[config.mk]
export PLATFORM = sky130hd
export DESIGN_NAME = unit_box_frustum_cull
export DESIGN_NICKNAME = d
export VERILOG_FILES = /design/src/hw/rtl/ubfc_pkg.sv /design/src/hw/rtl/unit_box_frustum_cull.sv /design/src/hw/rtl/ubfc_plane.sv /design/src/hw/rtl/ubfc_corner.sv
export SDC_FILE = /design/constraint.sdc
export NUM_CORES = 2
export LEC_CHECK = 0
export BUFFER_PORTS_ARGS = -buffer_cell sky130_fd_sc_hd__buf_4
export CORE_ASPECT_RATIO = 0.8
export CORE_MARGIN = 2
export CORE_UTILIZATION = 39
export DETAILED_ROUTE_END_ITERATION = 16
export SLEW_MARGIN = 15
export SYNTH_ARGS = -nofsm -noshare
export SYNTH_HDL_FRONTEND = slang
export SYNTH_SLANG_ARGS = --single-unit
[constraint.sdc]
create_clock -name i_clk -period 40.2 [get_ports i_clk]
set_clock_uncertainty 0.1 [all_clocks]
set_input_delay 6.03 -clock i_clk [delete_from_list [all_inputs] [get_ports i_clk]]
set_output_delay 6.03 -clock i_clk [all_outputs]
set_load 0.03 [all_outputs]
[src/hw/rtl/ubfc_pkg.sv]
// Shared types and constants for the unit box frustum cull block.
// Used by every module under hw/rtl; depends on nothing else.
package ubfc_pkg;

    localparam int ELEM_W     = 32;    // Q16.16 matrix element
    localparam int PLANE_W    = 33;    // row3 +/- row k, exact
    localparam int PAIR_W     = 34;    // sum of two plane terms
    localparam int NUM_ROWS   = 4;
    localparam int NUM_COLS   = 4;
    localparam int NUM_STORED = 3;     // columns 0..2 are kept
    localparam int NUM_PLANES = 6;
    localparam int IN_DATA_W  = 136;   // 2 + 4*32 = 130, padded to bytes
    localparam int OUT_DATA_W = 8;

    localparam logic [1:0] COL_TRIGGER = 2'd3;

    typedef logic signed [ELEM_W-1:0]  t_elem;
    typedef logic signed [PLANE_W-1:0] t_pterm;
    typedef logic signed [PAIR_W-1:0]  t_pair;

    // [matrix column][matrix row]
    typedef t_elem [NUM_COLS-1:0][NUM_ROWS-1:0] t_mat;

    // One clip plane: w plus the positive parts of x, y and z. The largest
    // corner sum of a plane is w + max(0,x) + max(0,y) + max(0,z).
    typedef struct packed {
        t_pterm w;
        t_pterm px;
        t_pterm py;
        t_pterm pz;
    } t_plane;

    typedef t_plane [NUM_PLANES-1:0] t_planes;

    // Largest corner sum split into two registered halves.
    typedef struct packed {
        t_pair a;   // w + max(0,x)
        t_pair b;   // max(0,y) + max(0,z)
    } t_half;

    typedef t_half [NUM_PLANES-1:0] t_halves;

endpackage

[src/hw/rtl/unit_box_frustum_cull.sv]
// Top level of the unit box frustum cull block: column store, input
// register and the plane and corner stages. Depends on ubfc_pkg,
// ubfc_plane and ubfc_corner.
//
// Takes a 4x4 matrix one column per item and gives one visible/culled
// result for each column 3 item, testing the unit cube [0,1]^3 against the
// six clip planes (row 3 plus or minus rows 0, 1, 2). Columns 0..2 are
// written into the store at the edge they are accepted and produce no
// result; all three must be written before the first column 3. One item is
// taken every cycle unless the input register holds a column 3 item that
// the plane stage cannot yet take. A column 3 item goes through the input
// register (loaded at the accepting edge), then the plane, corner half-sum
// and result registers, and every stage holds under output back-pressure.
module unit_box_frustum_cull (
    input  logic                            i_clk,
    input  logic                            i_rst_n,
    input  logic                            s_axis_tvalid,
    output logic                            s_axis_tready,
    // [1:0] column, [33:2] row_zero, [65:34] row_one, [97:66] row_two,
    // [129:98] row_three, [135:130] zero
    input  logic [ubfc_pkg::IN_DATA_W-1:0]  s_axis_tdata,
    output logic                            m_axis_tvalid,
    input  logic                            m_axis_tready,
    // [0] visible, [7:1] zero
    output logic [ubfc_pkg::OUT_DATA_W-1:0] m_axis_tdata
);
    import ubfc_pkg::*;

    t_elem     r_store [NUM_STORED][NUM_ROWS];
    t_elem     r_last  [NUM_ROWS];
    logic      r_vld;
    logic [1:0] in_col;
    t_elem     in_row  [NUM_ROWS];
    logic      accept;
    logic      plane_rdy;
    t_mat      mat;
    t_planes   planes;
    logic      planes_vld;
    logic      corner_rdy;
    logic      visible;

    assign in_col = s_axis_tdata[1:0];
    always_comb begin
        for (int r = 0; r < NUM_ROWS; r++) begin
            in_row[r] = s_axis_tdata[2 + r*ELEM_W +: ELEM_W];
        end
    end

    assign s_axis_tready = !r_vld || plane_rdy;
    assign accept        = s_axis_tvalid && s_axis_tready;

    // The store is read by the plane stage before any later write lands.
    always_ff @(posedge i_clk) begin
        if (!i_rst_n) begin
            r_vld <= 1'b0;
        end else if (s_axis_tready) begin
            r_vld <= s_axis_tvalid && (in_col == COL_TRIGGER);
        end
        for (int c = 0; c < NUM_STORED; c++) begin
            if (accept && (in_col == 2'(c))) begin
                for (int r = 0; r < NUM_ROWS; r++) begin
                    r_store[c][r] <= in_row[r];
                end
            end
        end
        if (accept && (in_col == COL_TRIGGER)) begin
            for (int r = 0; r < NUM_ROWS; r++) begin
                r_last[r] <= in_row[r];
            end
        end
    end

    always_comb begin
        for (int r = 0; r < NUM_ROWS; r++) begin
            for (int c = 0; c < NUM_STORED; c++) begin
                mat[c][r] = r_store[c][r];
            end
            mat[NUM_COLS-1][r] = r_last[r];
        end
    end

    ubfc_plane u_plane (
        .i_clk    (i_clk),
        .i_rst_n  (i_rst_n),
        .i_vld    (r_vld),
        .o_rdy    (plane_rdy),
        .i_mat    (mat),
        .o_vld    (planes_vld),
        .i_rdy    (corner_rdy),
        .o_planes (planes)
    );

    ubfc_corner u_corner (
        .i_clk     (i_clk),
        .i_rst_n   (i_rst_n),
        .i_vld     (planes_vld),
        .o_rdy     (corner_rdy),
        .i_planes  (planes),
        .o_vld     (m_axis_tvalid),
        .i_rdy     (m_axis_tready),
        .o_visible (visible)
    );

    assign m_axis_tdata = {{(OUT_DATA_W-1){1'b0}}, visible};

endmodule

[src/hw/rtl/ubfc_plane.sv]
// Plane stage: forms the six clip planes from the full matrix and keeps
// the positive parts of x, y, z. Depends on ubfc_pkg.
module ubfc_plane (
    input  logic              i_clk,
    input  logic              i_rst_n,
    input  logic              i_vld,
    output logic              o_rdy,
    input  ubfc_pkg::t_mat    i_mat,
    output logic              o_vld,
    input  logic              i_rdy,
    output ubfc_pkg::t_planes o_planes
);
    import ubfc_pkg::*;

    logic    r_vld;
    t_planes r_planes;
    t_planes n_planes;

    assign o_rdy = !r_vld || i_rdy;

    always_comb begin
        t_pterm comp_p [NUM_COLS];
        t_pterm comp_m [NUM_COLS];
        n_planes = '0;
        for (int k = 0; k < 3; k++) begin
            for (int c = 0; c < NUM_COLS; c++) begin
                comp_p[c] = {i_mat[c][3][ELEM_W-1], i_mat[c][3]}
                          + {i_mat[c][k][ELEM_W-1], i_mat[c][k]};
                comp_m[c] = {i_mat[c][3][ELEM_W-1], i_mat[c][3]}
                          - {i_mat[c][k][ELEM_W-1], i_mat[c][k]};
            end
            n_planes[2*k].w    = comp_p[3];
            n_planes[2*k].px   = comp_p[0][PLANE_W-1] ? '0 : comp_p[0];
            n_planes[2*k].py   = comp_p[1][PLANE_W-1] ? '0 : comp_p[1];
            n_planes[2*k].pz   = comp_p[2][PLANE_W-1] ? '0 : comp_p[2];
            n_planes[2*k+1].w  = comp_m[3];
            n_planes[2*k+1].px = comp_m[0][PLANE_W-1] ? '0 : comp_m[0];
            n_planes[2*k+1].py = comp_m[1][PLANE_W-1] ? '0 : comp_m[1];
            n_planes[2*k+1].pz = comp_m[2][PLANE_W-1] ? '0 : comp_m[2];
        end
    end

    always_ff @(posedge i_clk) begin
        if (!i_rst_n) begin
            r_vld <= 1'b0;
        end else if (o_rdy) begin
            r_vld <= i_vld;
        end
        if (o_rdy && i_vld) begin
            r_planes <= n_planes;
        end
    end

    assign o_vld    = r_vld;
    assign o_planes = r_planes;

endmodule

[src/hw/rtl/ubfc_corner.sv]
// Corner stage: largest corner sum of each plane in two registered adds,
// then the cull decision into the result register. Depends on ubfc_pkg.
module ubfc_corner (
    input  logic              i_clk,
    input  logic              i_rst_n,
    input  logic              i_vld,
    output logic              o_rdy,
    input  ubfc_pkg::t_planes i_planes,
    output logic              o_vld,
    input  logic              i_rdy,
    output logic              o_visible
);
    import ubfc_pkg::*;

    logic    r_hvld;
    t_halves r_halves;
    t_halves n_halves;
    logic    r_vld;
    logic    r_visible;
    logic    n_visible;
    logic    hrdy;

    assign hrdy  = !r_vld || i_rdy;
    assign o_rdy = !r_hvld || hrdy;

    always_comb begin
        for (int p = 0; p < NUM_PLANES; p++) begin
            n_halves[p].a = {i_planes[p].w[PLANE_W-1], i_planes[p].w}
                          + {i_planes[p].px[PLANE_W-1], i_planes[p].px};
            n_halves[p].b = {i_planes[p].py[PLANE_W-1], i_planes[p].py}
                          + {i_planes[p].pz[PLANE_W-1], i_planes[p].pz};
        end
    end

    // A plane culls when even its largest corner sum is negative.
    always_comb begin
        logic signed [PAIR_W:0] top;
        n_visible = 1'b1;
        for (int p = 0; p < NUM_PLANES; p++) begin
            top = {r_halves[p].a[PAIR_W-1], r_halves[p].a}
                + {r_halves[p].b[PAIR_W-1], r_halves[p].b};
            if (top[PAIR_W]) begin
                n_visible = 1'b0;
            end
        end
    end

    always_ff @(posedge i_clk) begin
        if (!i_rst_n) begin
            r_hvld <= 1'b0;
            r_vld  <= 1'b0;
        end else begin
            if (o_rdy) begin
                r_hvld <= i_vld;
            end
            if (hrdy) begin
                r_vld <= r_hvld;
            end
        end
        if (o_rdy && i_vld) begin
            r_halves <= n_halves;
        end
        if (hrdy && r_hvld) begin
            r_visible <= n_visible;
        end
    end

    assign o_vld     = r_vld;
    assign o_visible = r_visible;

endmodule

==> run metrics <==
Final period util 0.330; Nets 12,600; CTS resizes 0; H-Tree Depth 4; Leak ~50 nW; final cell count without fillers between 15,000 and 20,000; highest clock rate roughly 75 MHz; final setup TNS 0 ns; I/O pin count 150; HPWL Detailed roughly 270,000 µm; total power roughly 4.7 mW; share of cells above drive strength 1 0.0572; worst vdd ir ~0.03 mV; placed cell count roughly 15,000; TritonRoute pass-1 iters 6; Cells after Synth ~11,000; first-pass GRT wire length approximately 500,000 µm; Switch Pwr between 1 and 1.5 mW; cell area after synthesis 0.113 mm²; Comb power frac 0.169; Post-synth ARST share 0; setup bufs post-CTS 0; Critical Path RT between 30 and 40 ns; CTS sink cnt 1,690; Skew-Pair Late Insertion Delay about 0.88 ns; RePlAce Congestion 1.05; total wire length approximately 350,000 µm; Starting Density 0.393; CORE AREA slightly below 0.3 mm²; GRT Resource Usage Total 0.229; Avg Synthesized Cell Area 10.3 µm²; area post-placement 0.119 mm²; commonest non-fill, non-tap cell in the layout edfxtp_1; Area Growth Syn to Fin 10.5%; Yosys warnings 0; Vias 85,700; number of synthesized register bits around 1,700; Min-Delay Path Class reg -> reg; RSZ-0062 raised after global routing no; power share of the clock group 0.391; WL per Instance about 23 µm; port buffer count approximately 140; die height between 400 and 500 µm; endpoint class of the critical path output port; vias in the first global route ~83,000; Yosys cell types 99; CTS tree yes; largest fanout on the critical path 5; die area 0.295 mm²; Seq/Total Area, Yosys 0.448; max-cap violations 0; Inserted Clock Buffers roughly 190; Die W 606 µm; CTS Buffer Depth 4; Final setup viols 0; clk root buf clkbuf_16; Final min period between 10 and 15 ns; CP arrival between 7 and 8 ns; final slew viol count 0; Design Area, Final 0.125 mm²; Rows about 180; most frequent cells in the layout 1,686 x edfxtp_1, 1,344 x ha_1, 1,269 x nor2_1, 1,020 x a21oi_1, 828 x inv_1; top cell type's share of synthesized area 0.447; Power Dens Cells 37.3 mW/mm²; Clk pin slew, worst setup/hold paths roughly 0.050 ns; Internal 3.38 mW; R2R setup slack 34.17 ns; drc violations 0; initial antenna violation count 46; critical path type in -> out; Worst Tran Pin Value 1.30 ns; ANT nets after route 0; Seq pwr share 0.440; Synth area leaders edfxtp_1 45%, ha_1 15%, xnor2_1 5.6%; hold slack between 0.4 and 0.5 ns; Post-synth EDFFs between 1,500 and 2,000; Worst Setup Start Kind input port; hold-fix buffers at CTS 0; vias per inst 5.68; Synth area leader edfxtp_1; Main synth FF type edfxtp_1; Iter 0 DRT Violations 9,000; status finished, final reports clean; sw frac 0.276; Final Hold Vio Count 0; slew margin rel. 0.136; remaining global-route overflow 0; largest net degree at the start of global routing around 140
[stage by stage]
step           worst slack, ns  utilization
4_1_cts                  26.94        0.434
3_3_place_gp             26.98        0.412
6_report                 26.95        0.434
3_5_place_dp             26.95        0.412
2_1_floorplan             3.33            -
5_1_grt                  26.85        0.434
[state kept, by name (all words and copies together), names as in the netlist]
signal,cells
u_plane.o_planes,771
u_corner.r_hvld,1
r_vld,1
u_corner.o_visible,1
r_store,384
r_last,128
u_plane.o_vld,1
u_corner.o_vld,1
u_corner.r_halves,402
[kinds of logic after synthesis]
kind of cell | after synthesis | synth area share
compound gates | 2884 | 0.163
other cells | 1 | 0.0000331
fa+ha+maj | 1380 | 0.155
flops | 1690 | 0.448
simple gates | 2892 | 0.120
mux | 18 | 0.00167
buf+inv | 1167 | 0.0397
xor+xnor | 938 | 0.0726
[final timing paths]
kind | from | to | depth (start not counted)
min reg2reg | r_vld | u_plane.o_vld | 1
min | r_vld | u_plane.o_vld | 1
max | m_axis_tready | s_axis_tready | 5
max reg2reg | r_store[1][1] | u_plane.o_planes[457] | 13
[cells in the mapped netlist (all sizes together) (17+ instances only)]
library cell  number
a2111oi           38
a211o             26
a211oi            90
a21boi            39
a21o             332
a21oi           1023
a221o             17
a221oi            27
a311oi            22
a31o              19
a31oi             89
a41oi             26
and2              36
and3              55
buf               76
clkbuf           258
edfxtp          1686
fa                36
ha              1344
inv              829
nand2            410
nand2b           181
nand3            147
nand4             85
nor2            1269
nor2b            166
nor3             250
nor3b             31
nor4              71
o211ai            48
o21a             125
o21ai            503
o21bai           190
o221ai            18
o311ai            18
o31a              25
o31ai             82
o41ai             29
or2               42
or3               74
or4               19
xnor2            721
xor2             217
[final cells by class]
cell class,count,area [µm²]
timing repair buffer,252,1930
antenna,18,45.0
tap,3827,4790
clock inverter,119,1350
sequential,1690,50700
multi-input combinational,8119,58100
clock buffer,221,4960
inverter,833,3130
fill,26700,163000
[power groups by stage]
stage	combinational, mW	clock (mW)	sequential (mW)
floorplan	0.549	0	2.10
global placement	0.758	0	2.09
detailed placement	0.768	0	2.09
CTS	0.774	1.86	2.05
global route	0.863	1.93	2.06
finish	0.789	1.82	2.05
[layer usage]
| metal | up-vias | track usage | wire length [µm] |
|---|---|---|---|
| met4 | 2 | 0.0813 | 13400 |
| li1 | 40100 | - | - |
| met5 | - | 0 | 12 |
| met2 | 3599 | 0.359 | 152000 |
| met1 | 41300 | 0.322 | 156000 |
| met3 | 741 | 0.0312 | 27100 |
[worst max-delay path, stage by stage]
cell	delay, ns
buf_4	0.11
nor2b_1	0.35
and3_1	0.31
nand2_1	0.13
buf_4	0.19
Power figures use the tool's default switching activity.
